===== src/sv/ttli_pkg.sv =====
// Shared constants, codes and types of the trilinear table interpolator.
package ttli_pkg;

  localparam int MAX_ROWS       = 8;
  localparam int MAX_INC_POINTS = 16;
  localparam int MAX_SPD_POINTS = 32;
  localparam int MAX_DIR_POINTS = 32;

  localparam int ROW_W  = $clog2(MAX_ROWS);
  localparam int INC_W  = $clog2(MAX_INC_POINTS);
  localparam int SPD_W  = $clog2(MAX_SPD_POINTS);
  localparam int DIR_W  = $clog2(MAX_DIR_POINTS);
  localparam int NI_W   = $clog2(MAX_INC_POINTS + 1);
  localparam int NS_W   = $clog2(MAX_SPD_POINTS + 1);
  localparam int ND_W   = $clog2(MAX_DIR_POINTS + 1);
  localparam int ADDR_W = ROW_W + INC_W + SPD_W + DIR_W;
  localparam int DEPTH  = 1 << ADDR_W;
  localparam int CR_W   = 16 + ND_W;

  localparam int VAL_W = 32;
  // interpolation weight, Q.16 signed, may exceed one or go negative
  localparam int WGT_W = 34;

  typedef enum logic [1:0] {
    ACT_WRITE   = 2'd0,
    ACT_NEAREST = 2'd1,
    ACT_TRILIN  = 2'd2,
    ACT_MAXDIR  = 2'd3
  } action_t;

  typedef enum logic [1:0] {
    ST_OK       = 2'd0,
    ST_BAD_KIND = 2'd1,
    ST_NO_ROW   = 2'd2
  } status_t;

  typedef enum logic [2:0] {
    CFG_INC_MIN   = 3'd0,
    CFG_INC_SCALE = 3'd1,
    CFG_INC_PTS   = 3'd2,
    CFG_SPD_MIN   = 3'd3,
    CFG_SPD_SCALE = 3'd4,
    CFG_SPD_PTS   = 3'd5,
    CFG_DIR_PTS   = 3'd6,
    CFG_ROWS      = 3'd7
  } cfg_idx_t;

  typedef enum logic [3:0] {
    S_IDLE,
    S_PREP,
    S_MULT,
    S_INDEX,
    S_READ,
    S_DRAIN,
    S_LERP,
    S_WAIT,
    S_FIN
  } state_t;

  typedef struct packed {
    logic                    start;
    logic signed [VAL_W-1:0] lo;
    logic signed [VAL_W-1:0] hi;
    logic signed [WGT_W-1:0] wgt;
  } lerp_req_t;

  localparam int LAST_LERP_STEP = 6;

endpackage


===== src/sv/ttli_lerp.sv =====
// Four-stage linear interpolation unit: lo + w*(hi-lo), rounded, saturated.
module ttli_lerp (
  input  logic                clk,
  input  logic                rst,
  input  ttli_pkg::lerp_req_t req,
  output logic                done,
  output logic signed [ttli_pkg::VAL_W-1:0] result
);
  import ttli_pkg::*;

  logic [3:0] vld;

  logic signed [VAL_W:0]   diff1, diff2;
  logic signed [VAL_W-1:0] lo1, lo2;
  logic signed [WGT_W-1:0] wgt1;
  logic signed [17:0]      wh2;
  logic signed [49:0]      pl3;
  logic signed [50:0]      ph4;
  logic signed [33:0]      q4;
  logic signed [VAL_W-1:0] lo4;
  logic signed [51:0]      sum;
  logic signed [49:0]      pl_rnd;

  always_ff @(posedge clk) begin
    if (rst) begin
      vld <= '0;
    end else begin
      vld <= {vld[2:0], req.start};
    end
  end

  assign pl_rnd = pl3 + 50'sd32768;

  always_ff @(posedge clk) begin
    // stage 1: difference
    diff1 <= $signed({req.hi[VAL_W-1], req.hi}) - $signed({req.lo[VAL_W-1], req.lo});
    lo1   <= req.lo;
    wgt1  <= req.wgt;
    // stage 2: fractional weight product
    pl3   <= $signed({1'b0, wgt1[15:0]}) * diff1;
    wh2   <= wgt1[WGT_W-1:16];
    diff2 <= diff1;
    lo2   <= lo1;
    // stage 3: integer weight product, round fractional part
    ph4   <= wh2 * diff2;
    q4    <= pl_rnd[49:16];
    lo4   <= lo2;
  end

  assign sum = 52'(lo4) + 52'(ph4) + 52'(q4);

  always_ff @(posedge clk) begin
    if (sum > 52'sd2147483647) begin
      result <= 32'sh7FFFFFFF;
    end else if (sum < -52'sd2147483648) begin
      result <= 32'sh80000000;
    end else begin
      result <= sum[VAL_W-1:0];
    end
  end

  assign done = vld[3];

endmodule


===== config.mk =====
export PLATFORM = sky130hd
export DESIGN_NAME = ttli_lerp
export DESIGN_NICKNAME = d
export VERILOG_FILES = /design/src/sv/ttli_pkg.sv /design/src/sv/ttli_lerp.sv
export SDC_FILE = /design/constraint.sdc
export NUM_CORES = 2
export LEC_CHECK = 0
export ABC_AREA = 1
export BUFFER_PORTS_ARGS = -buffer_cell sky130_fd_sc_hd__buf_2
export CELL_PAD_IN_SITES_DETAIL_PLACEMENT = 0
export CELL_PAD_IN_SITES_GLOBAL_PLACEMENT = 1
export CORE_UTILIZATION = 50
export CTS_CLUSTER_DIAMETER = 80
export DETAILED_ROUTE_END_ITERATION = 6
export PLACE_DENSITY = 0.94
export SKIP_LAST_GASP = 1
export SYNTH_ARGS = -nofsm -noshare
export SYNTH_HDL_FRONTEND = slang
export SYNTH_SLANG_ARGS = --single-unit

===== constraint.sdc =====
create_clock -name clk -period 7.3 [get_ports clk]
set_clock_uncertainty 0.2 [all_clocks]
set_input_delay 0 -clock clk [delete_from_list [all_inputs] [get_ports clk]]
set_output_delay 0 -clock clk [all_outputs]
set_load 0.02 [all_outputs]

==> metrics <==
Vias per Instance 5.04; post-route ant nets 0; Hold Path End diff1[0]; share of the synthesized area in the top cell type 40.4%; CORE AREA 111000 um2; drt first pass iters 6; Starting Density 50.4%; worst skew pair latency 0.68 ns; Die Width 336 um; Least-Margin Pin Slew 1.23 ns; row cnt 122; worst-case clock buffer depth 3; Final Hold Fails 0; crit path max fanout 18; gpl congestion 0.979; register area share after synthesis 13.3%; syn avg cell area 7.93 um2; Die Ht 336 um; post-synthesis instance total 7023; Final Max Tran Viols 0; Congestion Overflow GR 0; Worst Path Required 7.69 ns; first-pass GRT wire length 264000 um; Synth area leader fa_1; worst path arrival time 7.27 ns; DR iter-0 viols 3425; Top FF cell, synth dfxtp_1; Num CTS Buffers 51; die area 113000 um2; Clock Sinks 370; PortBufs 133; RSZ-0062 raised after global routing false; Rel. slew slack 18.0%; most frequent cell after synthesis inv_1; Max Clock Freq 145 MHz; global-route usage over all layers 30.8%; reg2reg end pl3[25]; FF-to-FF setup slack 0.42 ns; DR vias 44.3k; postcts setup bufs 0; Hold Startpoint req[34]; outcome finished, final reports clean; Ys Warns 0; final wirelength 167000 um; final setup fails 0; post-DP HPWL 140000 um; Final Cycle Share 94.3%; drt drc 0; clock root buffer clkbuf_16; I/O pins 134; number of global-route vias before repair 47.4k; ys async rst share 0%; Post-synth EDFFs 0; htree depth 2; final setup TNS 0 ns; largest net degree at the start of global routing 34; Cells on Worst Hold Path 5; reg2reg path depth 20; Worst Hold Class in2reg; synthesis-stage register bit count 370; synth unique cells 50; clock slew at reported path FFs 0.06 ns; Syn Nets 8570; initial antenna violation count 12; synthesized area 55700 um2; FF-to-FF Start wgt1[3]; final net count 8809; CTS tree yes; Crit Path Category reg2reg; WL/cell 19.0 um; synth top area cells fa_1, inv_1, dfxtp_1; crit path capture type register; top cells by count, synth inv_1, nand2_1, fa_1, dfxtp_1, ha_1; area growth from synthesis to layout 11.4%; Tmin final 6.88 ns; CP startpoint kind register; ratio of cells with drive above 1 in the final layout 5.66%; max cap viols 0
-- flip-flops by register name, summed over array words and instances (netlist names) --
register,count
diff1,33
lo2,32
result,32
diff2,33
ph4,51
wh2,18
wgt1,34
q4,34
lo1,32
pl3,35
lo4,32
vld,4
-- metal layers --
metal	track usage (%)	wire length, um	vias up
li1	-	-	20400
met1	39.2	66400	21900
met2	51.8	79700	1707
met3	7.07	15200	335
met4	9.96	5940	12
met5	0	85	-
-- cells by family after synthesis --
kind of cell    share of synthesized area [%]
compound gates                           3.99
xor+xnor                                 3.00
fa+ha+maj                                47.6
buf+inv                                  15.8
flops                                    13.3
simple gates                             16.2
-- worst max-delay path, stage by stage (launching register included) --
cell,delay [ns]
dfxtp_1,0.49
buf_4,0.35
buf_4,0.26
nand2_1,0.09
fa_1,0.50
fa_1,0.47
fa_1,0.54
inv_1,0.05
fa_1,0.47
fa_1,0.51
inv_1,0.05
fa_1,0.48
inv_1,0.04
ha_1,0.38
nand2_1,0.13
nor2_1,0.20
nand2_1,0.09
nor4_1,0.71
a21oi_1,0.29
o31ai_1,0.33
xor2_1,0.16
-- cells in the final DEF, fill, tap and decap left out, drive strengths merged, types with 29 or more instances in the layout --
cell         count
a21oi          209
a31oi           34
buf            274
clkbuf          56
dfxtp          370
dlygate4sd3    181
fa            1123
ha             323
inv           2081
nand2         1819
nand3           90
nand4           41
nor2           262
nor3            29
o21ai           99
xnor2           79
xor2           112
-- how the worst max path moves through the flow --
| stage | depth (start not counted) | slack, ns | end | from |
|---|---|---|---|---|
| after global routing | 22 | 0.03 | ph4[38] | wh2[6] |
| after detailed placement | 21 | 0.21 | ph4[38] | diff2[7] |
| after CTS | 21 | 0.20 | ph4[38] | diff2[7] |
| final | 20 | 0.42 | pl3[25] | wgt1[3] |
| after global placement | 19 | 0.31 | ph4[38] | diff2[9] |
| after floorplan | 23 | 1.27 | ph4[49] | diff2[32] |
-- stage by stage --
step | instances | area (um2) | setup slack (ns) | hold slack (ns) | util [%]
finish | 8796 | 62000 | 0.419 | 0.101 | 56.1
floorplan | 7023 | 55700 | 1.27 | -0.172 | -
detailed placement | 8516 | 58300 | 0.207 | -0.0964 | 52.8
CTS | 8790 | 62000 | 0.202 | 0.0333 | 56.1
global route | 8791 | 62000 | 0.0303 | 0.112 | 56.1
global placement | 8516 | 58300 | 0.309 | -0.0976 | 52.8
-- area by class of cell --
class | count | area, um2
multi-input combinational | 4315 | 39500
clock inverter | 37 | 557
inverter | 2069 | 7770
sequential | 370 | 7410
clock buffer | 56 | 1320
fill | 10100 | 48500
timing repair buffer | 455 | 3620
tap | 1488 | 1860
antenna | 6 | 15.0
-- repair_timing --
action,CTS,global route
resized for setup,0,3
hold endpoints to repair,103,0
hold buffers,181,0
endpoints found under the setup margin,0,2
Power is not shown: default switching activity piles up to over one toggle a cycle in this logic, so the estimate is an artifact.
